### src/rtl/core/wea_pkg.sv
package wea_pkg;

   localparam int DEFAULT_HISTORY_DEPTH = 20;

   localparam int ERR_W     = 16;
   localparam int TOTAL_W   = 18;
   localparam int AVG_REG_W = 18;
   localparam int AVG_W     = 17;
   localparam int FILL_W    = 5;

   localparam logic KIND_ADD   = 1'b0;
   localparam logic KIND_CLEAR = 1'b1;

   typedef enum logic [1:0] {
      ST_IDLE,
      ST_START,
      ST_DIVIDE,
      ST_EMIT
   } state_type;

endpackage

### src/rtl/core/wea_channels.sv
interface wea_req_if;
   logic                                valid;
   logic                                ready;
   logic                                kind;
   logic signed [wea_pkg::ERR_W-1:0]    loop_error;
   logic signed [wea_pkg::ERR_W-1:0]    applied_offset;

   modport source (output valid, kind, loop_error, applied_offset, input ready);
   modport sink   (input valid, kind, loop_error, applied_offset, output ready);
endinterface

interface wea_rsp_if;
   logic                                valid;
   logic                                ready;
   logic signed [wea_pkg::AVG_W-1:0]    mean_error;
   logic        [wea_pkg::FILL_W-1:0]   fill_count;

   modport source (output valid, mean_error, fill_count, input ready);
   modport sink   (input valid, mean_error, fill_count, output ready);
endinterface

### src/rtl/core/wea_cell.sv
module wea_cell (
   input  logic                                clock,
   input  logic                                shift_en,
   input  logic signed [wea_pkg::TOTAL_W-1:0]  data_in,
   output logic signed [wea_pkg::TOTAL_W-1:0]  data_out
);

   logic signed [wea_pkg::TOTAL_W-1:0] value_ff;
   logic signed [wea_pkg::TOTAL_W-1:0] value_in;

   assign value_in = shift_en ? data_in : value_ff;
   assign data_out = value_ff;

   always_ff @(posedge clock) begin
      value_ff <= value_in;
   end

endmodule

### src/rtl/core/wea_div.sv
module wea_div #(
   parameter int DVD_W = 23,
   parameter int DVS_W = 5
) (
   input  logic                     clock,
   input  logic                     reset,
   input  logic                     start,
   input  logic signed [DVD_W-1:0]  dividend,
   input  logic        [DVS_W-1:0]  divisor,
   output logic                     done,
   output logic signed [DVD_W-1:0]  quotient
);

   localparam int ITER_W = $clog2(DVD_W + 1);

   logic              busy_ff, busy_in;
   logic              done_ff, done_in;
   logic              neg_ff, neg_in;
   logic [ITER_W-1:0] iter_ff, iter_in;
   logic [DVD_W-1:0]  work_ff, work_in;
   logic [DVS_W-1:0]  rem_ff, rem_in;
   logic [DVS_W-1:0]  dvs_ff, dvs_in;
   logic [DVS_W:0]    trial;
   logic [DVS_W:0]    diff;

   // One quotient bit per cycle: the dividend shifts out at the top while
   // quotient bits shift in at the bottom of the same register.
   assign trial = {rem_ff, work_ff[DVD_W-1]};
   assign diff  = trial - {1'b0, dvs_ff};

   always_comb begin
      busy_in = busy_ff;
      done_in = 1'b0;
      neg_in  = neg_ff;
      iter_in = iter_ff;
      work_in = work_ff;
      rem_in  = rem_ff;
      dvs_in  = dvs_ff;
      if (start) begin
         busy_in = 1'b1;
         neg_in  = dividend[DVD_W-1];
         work_in = dividend[DVD_W-1] ? DVD_W'(-dividend) : DVD_W'(dividend);
         rem_in  = '0;
         dvs_in  = divisor;
         iter_in = ITER_W'(DVD_W);
      end else if (busy_ff) begin
         if (trial >= {1'b0, dvs_ff}) begin
            rem_in  = diff[DVS_W-1:0];
            work_in = {work_ff[DVD_W-2:0], 1'b1};
         end else begin
            rem_in  = trial[DVS_W-1:0];
            work_in = {work_ff[DVD_W-2:0], 1'b0};
         end
         iter_in = iter_ff - ITER_W'(1);
         if (iter_ff == ITER_W'(1)) begin
            busy_in = 1'b0;
            done_in = 1'b1;
         end
      end
   end

   always_ff @(posedge clock) begin
      if (reset) begin
         busy_ff <= 1'b0;
         done_ff <= 1'b0;
         iter_ff <= '0;
      end else begin
         busy_ff <= busy_in;
         done_ff <= done_in;
         iter_ff <= iter_in;
      end
   end

   always_ff @(posedge clock) begin
      neg_ff  <= neg_in;
      work_ff <= work_in;
      rem_ff  <= rem_in;
      dvs_ff  <= dvs_in;
   end

   assign done     = done_ff;
   assign quotient = neg_ff ? -$signed(work_ff) : $signed(work_ff);

endmodule

### src/rtl/core/windowed_error_average_unit.sv
// Moving average of frequency-error measurements. Each add word stores
// loop_error + applied_offset in a shift chain of HISTORY_DEPTH cells
// (newest at the head, the oldest dropped off the tail once the chain is full),
// updates a running sum, and divides it by the number of entries held,
// truncating toward zero. A clear word empties the history but keeps the last
// average. Every word yields one result word carrying the average and the
// fill count. Words are handled one at a time: an add word passes through the
// start and divide states, in which the restoring divider produces one quotient
// bit per cycle, to the emit state; a clear word goes straight to emit.
// The emit state writes the result register once it is free. A new word is
// accepted as soon as the previous result sits in the output register.
module windowed_error_average_unit #(
   parameter int HISTORY_DEPTH = wea_pkg::DEFAULT_HISTORY_DEPTH
) (
   input logic       clock,
   input logic       reset,
   wea_req_if.sink   req_chan,
   wea_rsp_if.source rsp_chan
);

   localparam int SUM_W = wea_pkg::TOTAL_W + $clog2(HISTORY_DEPTH);
   localparam int CNT_W = $clog2(HISTORY_DEPTH + 1);

   wea_pkg::state_type state_ff, state_in;

   logic                                 req_accept;
   logic                                 add_accept;
   logic                                 full;
   logic signed [wea_pkg::TOTAL_W-1:0]   total;
   logic signed [wea_pkg::TOTAL_W-1:0]   chain [HISTORY_DEPTH+1];
   logic signed [SUM_W-1:0]              sum_ff, sum_in;
   logic [CNT_W-1:0]                     count_ff, count_in;
   logic signed [wea_pkg::AVG_REG_W-1:0] avg_ff;
   logic                                 div_start;
   logic                                 div_done;
   logic signed [SUM_W-1:0]              div_quot;
   logic                                 emit;
   logic                                 rsp_valid_ff, rsp_valid_in;
   logic [wea_pkg::AVG_W-1:0]            rsp_avg_ff;
   logic [wea_pkg::FILL_W-1:0]           rsp_fill_ff;
   logic [wea_pkg::FILL_W+CNT_W-1:0]     fill_ext;

   assign req_chan.ready = (state_ff == wea_pkg::ST_IDLE);
   assign req_accept     = req_chan.valid && req_chan.ready;
   assign add_accept     = req_accept && (req_chan.kind == wea_pkg::KIND_ADD);

   assign total = wea_pkg::TOTAL_W'(req_chan.loop_error)
                + wea_pkg::TOTAL_W'(req_chan.applied_offset);
   assign full  = (count_ff == CNT_W'(HISTORY_DEPTH));

   assign chain[0] = total;

   for (genvar i = 0; i < HISTORY_DEPTH; i++) begin : g_cell
      wea_cell u_cell (
         .clock    (clock),
         .shift_en (add_accept),
         .data_in  (chain[i]),
         .data_out (chain[i+1])
      );
   end

   // The tail cell holds the oldest entry; it is only read when the chain is full.
   always_comb begin
      sum_in   = sum_ff;
      count_in = count_ff;
      if (req_accept) begin
         if (req_chan.kind == wea_pkg::KIND_CLEAR) begin
            sum_in   = '0;
            count_in = '0;
         end else if (full) begin
            sum_in = sum_ff + SUM_W'(total) - SUM_W'(chain[HISTORY_DEPTH]);
         end else begin
            sum_in   = sum_ff + SUM_W'(total);
            count_in = count_ff + CNT_W'(1);
         end
      end
   end

   always_comb begin
      state_in  = state_ff;
      div_start = 1'b0;
      emit      = 1'b0;
      unique case (state_ff)
         wea_pkg::ST_IDLE: begin
            if (req_accept) begin
               state_in = (req_chan.kind == wea_pkg::KIND_CLEAR) ?
                          wea_pkg::ST_EMIT : wea_pkg::ST_START;
            end
         end
         wea_pkg::ST_START: begin
            div_start = 1'b1;
            state_in  = wea_pkg::ST_DIVIDE;
         end
         wea_pkg::ST_DIVIDE: begin
            if (div_done) begin
               state_in = wea_pkg::ST_EMIT;
            end
         end
         wea_pkg::ST_EMIT: begin
            if (!rsp_valid_ff || rsp_chan.ready) begin
               emit     = 1'b1;
               state_in = wea_pkg::ST_IDLE;
            end
         end
         default: begin
            state_in = wea_pkg::ST_IDLE;
         end
      endcase
   end

   wea_div #(
      .DVD_W (SUM_W),
      .DVS_W (CNT_W)
   ) u_div (
      .clock    (clock),
      .reset    (reset),
      .start    (div_start),
      .dividend (sum_ff),
      .divisor  (count_ff),
      .done     (div_done),
      .quotient (div_quot)
   );

   assign fill_ext = {{wea_pkg::FILL_W{1'b0}}, count_ff};

   always_comb begin
      rsp_valid_in = rsp_valid_ff;
      if (emit) begin
         rsp_valid_in = 1'b1;
      end else if (rsp_chan.ready) begin
         rsp_valid_in = 1'b0;
      end
   end

   always_ff @(posedge clock) begin
      if (reset) begin
         state_ff     <= wea_pkg::ST_IDLE;
         sum_ff       <= '0;
         count_ff     <= '0;
         avg_ff       <= '0;
         rsp_valid_ff <= 1'b0;
      end else begin
         state_ff     <= state_in;
         sum_ff       <= sum_in;
         count_ff     <= count_in;
         rsp_valid_ff <= rsp_valid_in;
         if (div_done) begin
            avg_ff <= div_quot[wea_pkg::AVG_REG_W-1:0];
         end
      end
   end

   always_ff @(posedge clock) begin
      if (emit) begin
         rsp_avg_ff  <= avg_ff[wea_pkg::AVG_W-1:0];
         rsp_fill_ff <= fill_ext[wea_pkg::FILL_W-1:0];
      end
   end

   assign rsp_chan.valid      = rsp_valid_ff;
   assign rsp_chan.mean_error = rsp_avg_ff;
   assign rsp_chan.fill_count = rsp_fill_ff;

`ifndef SYNTHESIS
   a_count_bound: assert property (@(posedge clock) disable iff (reset)
      count_ff <= CNT_W'(HISTORY_DEPTH))
      else $error("history count exceeds depth");

   a_add_fills: assert property (@(posedge clock) disable iff (reset)
      add_accept |=> count_ff != '0)
      else $error("add word left history empty");

   a_clear_empties: assert property (@(posedge clock) disable iff (reset)
      (req_accept && req_chan.kind == wea_pkg::KIND_CLEAR)
         |=> count_ff == '0 && sum_ff == '0)
      else $error("clear word did not empty history");

   a_done_in_divide: assert property (@(posedge clock) disable iff (reset)
      div_done |-> state_ff == wea_pkg::ST_DIVIDE)
      else $error("divider finished outside divide phase");

   a_rsp_from_emit: assert property (@(posedge clock) disable iff (reset)
      $rose(rsp_valid_ff) |-> $past(state_ff == wea_pkg::ST_EMIT))
      else $error("result raised outside emit phase");
`endif

endmodule
### src/flat_wrapper.sv
// flat-port wrapper written by rule: the top's interface ports become plain ports
module windowed_error_average_unit_flat 
#(
   parameter int HISTORY_DEPTH = wea_pkg::DEFAULT_HISTORY_DEPTH
)
  (clock, reset, req_chan_valid, req_chan_kind, req_chan_loop_error, req_chan_applied_offset, req_chan_ready, rsp_chan_valid, rsp_chan_mean_error, rsp_chan_fill_count, rsp_chan_ready);
  wea_req_if req_chan_i ();
  wea_rsp_if rsp_chan_i ();
  input logic clock;
  input logic reset;
  input wire logic [$bits(req_chan_i.valid)-1:0] req_chan_valid;
  input wire logic [$bits(req_chan_i.kind)-1:0] req_chan_kind;
  input wire logic [$bits(req_chan_i.loop_error)-1:0] req_chan_loop_error;
  input wire logic [$bits(req_chan_i.applied_offset)-1:0] req_chan_applied_offset;
  output wire logic [$bits(req_chan_i.ready)-1:0] req_chan_ready;
  output wire logic [$bits(rsp_chan_i.valid)-1:0] rsp_chan_valid;
  output wire logic [$bits(rsp_chan_i.mean_error)-1:0] rsp_chan_mean_error;
  output wire logic [$bits(rsp_chan_i.fill_count)-1:0] rsp_chan_fill_count;
  input wire logic [$bits(rsp_chan_i.ready)-1:0] rsp_chan_ready;
  assign req_chan_i.valid = req_chan_valid;
  assign req_chan_i.kind = req_chan_kind;
  assign req_chan_i.loop_error = req_chan_loop_error;
  assign req_chan_i.applied_offset = req_chan_applied_offset;
  assign req_chan_ready = req_chan_i.ready;
  assign rsp_chan_valid = rsp_chan_i.valid;
  assign rsp_chan_mean_error = rsp_chan_i.mean_error;
  assign rsp_chan_fill_count = rsp_chan_i.fill_count;
  assign rsp_chan_i.ready = rsp_chan_ready;
  windowed_error_average_unit #(.HISTORY_DEPTH(HISTORY_DEPTH)) u_core (.clock(clock), .reset(reset), .req_chan(req_chan_i), .rsp_chan(rsp_chan_i));
endmodule
### config.mk
export PLATFORM = sky130hd
export DESIGN_NAME = windowed_error_average_unit_flat
export DESIGN_NICKNAME = d
export VERILOG_FILES = /design/src/rtl/core/wea_pkg.sv /design/src/rtl/core/wea_channels.sv /design/src/rtl/core/wea_cell.sv /design/src/rtl/core/wea_div.sv /design/src/rtl/core/windowed_error_average_unit.sv /design/src/flat_wrapper.sv
export SDC_FILE = /design/constraint.sdc
export NUM_CORES = 1
export LEC_CHECK = 0
export BUFFER_PORTS_ARGS = -buffer_cell sky130_fd_sc_hd__buf_2
export CORE_MARGIN = 5
export CORE_UTILIZATION = 45
export DETAILED_ROUTE_END_ITERATION = 16
export PLACE_DENSITY_LB_ADDON = 0.12
export SLEW_MARGIN = 20
export SYNTH_ARGS = -nofsm -noshare
export SYNTH_HDL_FRONTEND = slang
export SYNTH_SLANG_ARGS = --single-unit
### constraint.sdc
create_clock -name clock -period 21.3 [get_ports clock]
set_input_delay 2.13 -clock clock [delete_from_list [all_inputs] [get_ports clock]]
set_output_delay 2.13 -clock clock [all_outputs]
set_load 0.1 [all_outputs]
; After elaboration in Yosys (flattened, before gate mapping)
; Cells that the tools add are included.
[op_classes]
bitwise_logic = 2
n_mux = 26
add_sub_neg = 8
reduce_logical = 11
n_eq_ne = 9
order_cmp = 1
[ops]
columns = op, count
row1 = $mux W23, 5
row2 = $mux W5, 5
row3 = $add A23 B17 Y23, 1
row4 = $neg A23 Y23, 1
row5 = $sub A23 B17 Y23, 1
row6 = $add A16 B16 Y17, 1
row7 = $mux W17, 1
row8 = $neg A17 Y17, 1
row9 = $mux W1, 10
row10 = $mux W2, 4
row11 = $pmux W2 S4, 1
row12 = $ge A6 B5 Y1, 1
row13 = $ne A2 B2 Y1 const B, 3
row14 = $add A5 B1 Y5 const B, 1
row15 = $eq A5 B1 Y1 const B, 1
row16 = $eq A5 B5 Y1 const B, 1
row17 = $sub A5 B1 Y5 const B, 1
row18 = $sub A5 B5 Y5, 1
row19 = $eq A2 B2 Y1 const B, 2
row20 = $reduce_bool A2 Y1, 2
row21 = $reduce_and A3 Y1, 1
row22 = $reduce_or A3 Y1, 1
row23 = $eq A2 B1 Y1 const B, 1
row24 = $logic_and A1 B1 Y1, 2
row25 = 7 further kinds, 8
[totals]
wordCells = 92
inputBits = 37
output_inout_bits = 24
register_bits = 451

; Longest topological paths before layout
; Gate-level depths: netlist of run 1.
[depth]
ltp_word = 5
ltp_mapped = 31

; Hierarchy
; Synthesis of run 1 repeated with hierarchy kept, for this count alone.
[hier_totals]
hier_cells = 1328
hier_area_um2 = 19334.8
[by_module_without_submodules]
columns = module, area_each_um2, cells_per_inst, instances
row1 = wea_cell, 540.5, 18, 20
row2 = windowed_error_average_unit, 5696.7, 664, 1
row3 = wea_div, 2827.7, 304, 1

; Worst setup path after synthesis of run 1
; OpenSTA, ideal clock, no wires.
[synth_timing]
path_type = input to register
start = in req_chan_valid
end = reg u_core.sum_ff[1]
path_buffers = 2
stages = 6
setup_slack_ns = 8.471
arrival_time_ns = 12.726
path_cell_list = nand2_1 clkbuf_1 nor2_1 clkbuf_1 a32oi_1 nor2_1
[synth_via]
elab_chain_cells = 1
[synth_lines]
columns = item, line_no
row1 = "start, declared", flat_wrapper.sv:11  ; input wire logic [$bits(req_chan_i.valid)-1:0] req_chan_valid;
row2 = $logic_and A1 B1 Y1, windowed_error_average_unit.sv:44  ; assign req_accept = req_chan.valid && req_chan.ready;
row3 = "end signal, assigned", windowed_error_average_unit.sv:144  ; sum_ff <= sum_in;
row4 = "end, declared", windowed_error_average_unit.sv:31  ; logic signed [SUM_W-1:0] sum_ff, sum_in;
; No other way between the ends.
; A chain may end at the register's enable or synchronous reset.

==> impl_results.md, run 1 <==
* Outcome: complete, no violations
* CP startpoint kind: input pin
* Die Area at about 45,000 um2
* Critical R2R Capture: u_core.sum_ff[22]
* Worst-path clk slew at around 60 ps
* CTS tree: built
* Ports at 61
* Number of hold buffers added after CTS at 0
* Number of global-route vias before repair at between 9,000 and 10,000
* Post-Syn Instances at approximately 1,300
* Largest net degree at the start of global routing at between 200 and 250
* Max-Cap Viols at 0
* Dpl hpwl at 20,440 um
* Latest clock arrival within the worst-skew pair at 580 ps
* ANT nets after route at 0
* Slowest CP cell: a31oi_1
* Die W at about 210 um
* Final min period at 7725 ps
* Clock root cell: clkbuf_16
* ANT cells at 0
* 1st-pass router iterations at 5
* CP max stage delay at ~700 ps
* TritonCTS Buffers at 46
* Most frequent standard cell in the layout excluding fill and tap cells: edfxtp_1
* Gpl congestion at between 0.8 and 0.9
* YS warnings at 0
* Power Density at around 130 nW/um2
* Vias at 9,781
* Core Area at ~40,000 um2
* Max-slew violations at 0
* Layout area overhead at 13.50%
* Endpoints failing setup at 0
* Remaining DRCs at 0
* Hold Crit Class: reg2reg
* Min Hold Slack at around 410 ps
* Synthesized area at 18,260 um2
* Cell row count at 73
* Reg2reg setup slack at between 15,000 and 20,000 ps
* CP required at 21,760 ps
* Global route overflow at 0
* Hold Fails Final Rpt at 0
* Setup crit end kind: flip-flop
* Slew @ Worst Pin at 1098 ps
* Initial core utilization at a little under half
* Ys flop type: edfxtp_1
* First-pass GRT wire length at ~52,000 um
* Longest Clk Path Bufs at 3
* EDFF count, synth at between 300 and 400
* H-Tree Depth at 2
* #FFs+latches synth at ~450
* Hold Path Depth at 0
* P_leak at 7.549 nW
* Hold Crit Start: u_core.g_cell[10].u_cell.data_out[3]
* PostCTS Resize Cnt at 0
* Worst VDD drop at 0.00006983 V
* Most frequent cells in the layout: edfxtp_1 (391), nor2_1 (117), ha_1 (76)
* Post-Route WL at approximately 32,000 um
* Most used cell, CP: ha_1
* Share of layout cells above drive strength 1 at between 10% and 20%
* Worst Hold Path EP: u_core.g_cell[11].u_cell.data_out[3]
* Netlist cell types at 70
* Critical path peak fanout at 9
* # clock sinks at 451
* IO Port Bufs at 60
* Async set-or-reset flop fraction in the synthesized netlist at 0%
* Crit path kind: in2reg
* Slew Limit Headroom at around 27%
* Setup slack at placement at 13,060 ps
* Setup TNS at 0 ps
* Final nets at roughly 1,500
* Reg2reg path depth at 19
* Period utilization at a little over a third
* Vias/cell at 5.151
* Unrepaired setup endpoints after global routing: no
* Sequential area share after synthesis at a little under three quarters
* WL/cell at ~17 um
* Avg Inst Size Synth at roughly 15 um2
* CP arrival at between 8000 and 9000 ps
* Drt initial violations at ~710
* Post-synthesis net count at around 1,400
* Antenna violations before repair at 0
* Final core occ at a little over 50%
* GRT Util Overall at between 10% and 20%
* Skew final at 19.25 ps
* Die height at between 200 and 250 um
* Post-CTS setup buffers at 0
* Worst setup margin at between 10,000 and 15,000 ps
* Fmax at ~130 MHz
* Reg2reg start: u_core.sum_ff[6]
## power by group
group / internal [mW] / leakage [nW] / total [mW] / switching, mW
Combinational: 0.243 / 2.70 / 0.660 / 0.418
Sequential: 1.16 / 4.11 / 1.24 / 0.0791
Clock: 0.477 / 0.742 / 0.812 / 0.335
Total: 1.88 / 7.55 / 2.71 / 0.831
## kinds of logic after synthesis
family                     after synthesis  synth area share, %
AOI/OAI and AO/OA                      247                9.040
xor gates and xnor gates                92                4.489
adders and majority gates               81                5.716
buffers and inverters                   85                1.748
DFF                                    451                70.89
muxes                                   18                1.014
and+or+nand+nor                        276                7.100
## stage by stage
stage	instances	cell area, um2	total power, mW
global route	1899	20720	2.877
floorplan	1250	18260	1.793
global placement	1814	19180	1.911
CTS	1899	20720	2.747
finish	1899	20720	2.710
detailed placement	1814	19180	1.919
## cell type report
type                       instances  area, um2
multi-input combinational        714       5012
clock inverter                    31      346.6
fill                            3370      19190
inverter                          59      221.5
sequential                       451      12940
tap                              525      656.9
timing repair buffer              65      350.3
clock buffer                      54       1191
## sequential cells by signal, indices dropped and copies added, names as in the netlist, 2 cells and up
signal                         cells
u_core.g_cell.u_cell.data_out    340
u_core.u_div.work_ff              23
u_core.sum_ff                     23
u_core.rsp_chan.mean_error        17
u_core.rsp_chan.fill_count         5
u_core.count_ff                    5
u_core.u_div.rem_ff                5
u_core.state_ff                    2
u_core.u_div.iter_ff               5
u_core.avg_ff                     17
u_core.u_div.dvs_ff                5
## cells in the mapped netlist, types with 11 or more instances
cell / n / area (um2)
ha_1: 77 / 963.4
edfxtp_1: 391 / 11740
a22oi_1: 11 / 82.58
mux2i_1: 14 / 140.1
dfxtp_1: 60 / 1201
o21ai_0: 47 / 235.2
xor2_1: 54 / 473.0
xnor2_1: 37 / 324.1
clkbuf_1: 24 / 90.09
nand2_1: 63 / 236.5
o31ai_1: 12 / 90.09
nand3_1: 11 / 55.05
a21o_1: 20 / 150.1
nand2b_1: 12 / 75.07
nor3_1: 13 / 65.06
a21oi_1: 72 / 360.4
a211oi_1: 20 / 150.1
nor2b_1: 12 / 75.07
inv_1: 59 / 221.5
nor2_1: 118 / 442.9
## routing by layer
metal  wire length, um  GRT usage, %
met3              1322         2.786
met2             14220         22.11
met5                 0             0
met1             15520         20.44
met4               735         4.998
## critical path, delay by kind of cell
family | cells | cell delay, ps
adder cells (fa/ha/maj) | 4 | 1140
AND/OR/NAND/NOR | 7 | 1140
XOR/XNOR | 1 | 370
buffers and inverters | 2 | 170
AO/OA/AOI/OAI | 11 | 3200
## worst max-delay path by stage
stage / cells after the start / slack, ps / end / start
global route: 25 / 13140 / u_core.sum_ff[22] / req_chan_applied_offset[0]
global placement: 25 / 13150 / u_core.sum_ff[22] / req_chan_applied_offset[0]
finish: 25 / 13580 / u_core.sum_ff[22] / req_chan_applied_offset[0]
CTS: 25 / 13670 / u_core.sum_ff[22] / req_chan_applied_offset[0]
detailed placement: 25 / 13060 / u_core.sum_ff[22] / req_chan_applied_offset[0]
floorplan: 6 / 8470 / u_core.sum_ff[1] / req_chan_valid
(Power assumes the default switching activity.)
==> run 2, diff against run 1 <==
clock period = 7.65 ns   (was 21.3 ns; I/O delays follow)
==> run 2 against run 1 <==
Compared with the run above:
- register-to-register slack worse by 14000 ps
- clock power rose to 2.7 times the previous value
- worst setup slack worse by 12000 ps
- wire length down 0.18%
- combinational power rose to 2.8 times the previous value
- cell area about the same
- hold slack worse by 3.0 ps
- final cell count up 0.26%
- core utilization about the same
- global-route usage about the same
- first-iteration DRC count up 9.3%
==> impl_results.md, run 2 (synthesis gave the netlist of run 1 again) <==
* CTS tree: built
* Hold Crit Class: reg2reg
* Hold Fails Final Rpt at 0 (unchanged)
* # clock sinks at 451 (unchanged)
* Number of global-route vias before repair at 9,608 (-1.5%)
* ANT nets after route at 0 (unchanged)
* Vias/cell at 5.174 (+0.45%)
* Ports at 61 (unchanged)
* Drt initial violations at 773 (+9.3%)
* Most frequent cells in the layout: edfxtp_1 (391), nor2_1 (117), ha_1 (76)
* Min Hold Slack at 409.7 ps (-3.026 ps)
* CP arrival at 6580 ps (-1600 ps)
* Post-Route WL at 31,740 um (-0.18%)
* Final core occ at 51.89% (about the same)
* Share of layout cells above drive strength 1 at 11.75% (+0.18 points)
* Setup crit end kind: flip-flop
* Final min period at just over 6000 ps
* Register Area at 12,940 um2 (about the same)
* Critical path peak fanout at 6 (-3)
* GRT Util Overall at 14.27% (-0.028 points)
* Dpl cells at 1,816 (+0.11%)
* Cell row count at 73 (unchanged)
* Antenna violations before repair at 0 (unchanged)
* PostCTS Resize Cnt at 0 (unchanged)
* Period utilization at around four fifths
* Placed inst area at 19,190 um2 (about the same)
* ANT cells at 0 (unchanged)
* Core Area at 39,910 um2 (unchanged)
* CP startpoint kind: input pin
* Layout area overhead at 13.45% (about the same)
* Max-slew violations at 0 (unchanged)
* Worst VDD drop at 0.0001756 V (+150%)
* Post-CTS setup buffers at 0 (unchanged)
* Most frequent standard cell in the layout excluding fill and tap cells: edfxtp_1
* Fmax at approximately 160 MHz
* First-pass GRT wire length at 51,310 um (-0.42%)
* Die Area at 44,700 um2 (unchanged)
* Gpl congestion at 0.8743 (+1.7%)
* H-Tree Depth at 2 (unchanged)
* Largest net degree at the start of global routing at 208 (+3.5%)
* Die height at 211.4 um (unchanged)
* IO Port Bufs at 60 (unchanged)
* Worst-path clk slew at 60 ps (about the same)
* 1st-pass router iterations at 5 (unchanged)
* Max reg flops at 340 (unchanged)
* Skew final at 9.981 ps (-9.273 ps)
* Dpl hpwl at 20,380 um (-0.27%)
* Vias at 9,851 (+0.72%)
* Remaining DRCs at 0 (unchanged)
* Endpoints failing setup at 0 (unchanged)
* Clock root cell: clkbuf_16
* Final nets at 1,460 (+0.34%)
* Outcome: complete, no violations
* Max-Cap Viols at 0 (unchanged)
* Power Density at 360.3 nW/um2 (+180%)
* CP required at 8110 ps (-13,650 ps)
* Crit path kind: in2reg
* Global route overflow at 0 (unchanged)
* TritonCTS Buffers at 48 (+4.3%)
* Slew Limit Headroom at 34.37% (+7.5 points)
* Die W at 211.4 um (unchanged)
* Number of hold buffers added after CTS at 0 (unchanged)
* P_leak at 7.551 nW (about the same)
* Fill cells at 3,342 (-0.83%)
* Latest clock arrival within the worst-skew pair at 580 ps (about the same)
* Setup TNS at 0 ps (unchanged)
* Final instance area at 20,710 um2 (about the same)
* Unrepaired setup endpoints after global routing: no
* Longest Clk Path Bufs at 3 (unchanged)
* Initial core utilization at 45.74% (unchanged)
* WL/cell at 16.67 um (-0.44%)
* Area of the multi-input gates at 5012 um2 (unchanged)
* Post-route insts no fill at 1,904 (+0.26%)
* Slew @ Worst Pin at 982.4 ps (-115.3 ps)
-- run 2: critical path, cell delays in order --
cell and delay, ps:
buf_2 110, ha_1 280, a21o_1 160, a21oi_1 210
o21ai_0 100, a21oi_1 240, o21bai_1 120, a31oi_1 450
o21ai_0 230, a21oi_1 220, ha_1 300, a21o_1 220
or4_1 400, nor2_1 100, nor2_1 60, nand2_1 130
o21ai_0 130, xor2_1 180, ha_1 380, a21o_1 230
a21o_1 190, a31o_2 250, or2_2 300, nand3_1 80
nor3b_1 240, xnor3_1 370, nand2_1 70, o211ai_1 70
-- run 2: layer usage --
metal	GRT usage, %	routed length [um]	vias to the layer above
met5	0	0	-
met4	4.953	792	0
met1	20.66	15360	4768
met3	2.860	1318	58
li1	-	-	4858
met2	21.72	14260	167
-- run 2: final cells by class --
type	count	area share, %
Clock buffer	65	6.253
Clock inverter	22	0.9122
Inverter	59	1.069
Multi-Input combinational cell	714	24.20
Sequential cell	451	62.50
Tap cell	525	3.172
Timing Repair Buffer	68	1.897
-- run 2: worst paths after layout --
check             cells after the start  slack, ps                           startpoint                                  end
hold reg to reg                       0        410  u_core.g_cell[5].u_cell.data_out[7]  u_core.g_cell[6].u_cell.data_out[7]
setup reg to reg                     19       2960                     u_core.sum_ff[6]                    u_core.sum_ff[22]
hold / removal                        0        410  u_core.g_cell[5].u_cell.data_out[7]  u_core.g_cell[6].u_cell.data_out[7]
setup / recovery                     28       1530           req_chan_applied_offset[1]                    u_core.sum_ff[22]
-- run 2: through the flow --
stage	worst slack [ps]	power, mW
after global placement	1012	5.292
after detailed placement	936.5	5.330
after global routing	1103	7.921
final	1529	7.461
after floorplan	890.0	4.934
after CTS	1553	7.558
-- run 2: where the power goes --
part           leakage (nW)  internal [mW]  switching, mW
combinational          2.72          0.683           1.16
sequential             4.11           3.23          0.218
clock                 0.722           1.26          0.920
total                  7.55           5.17           2.29
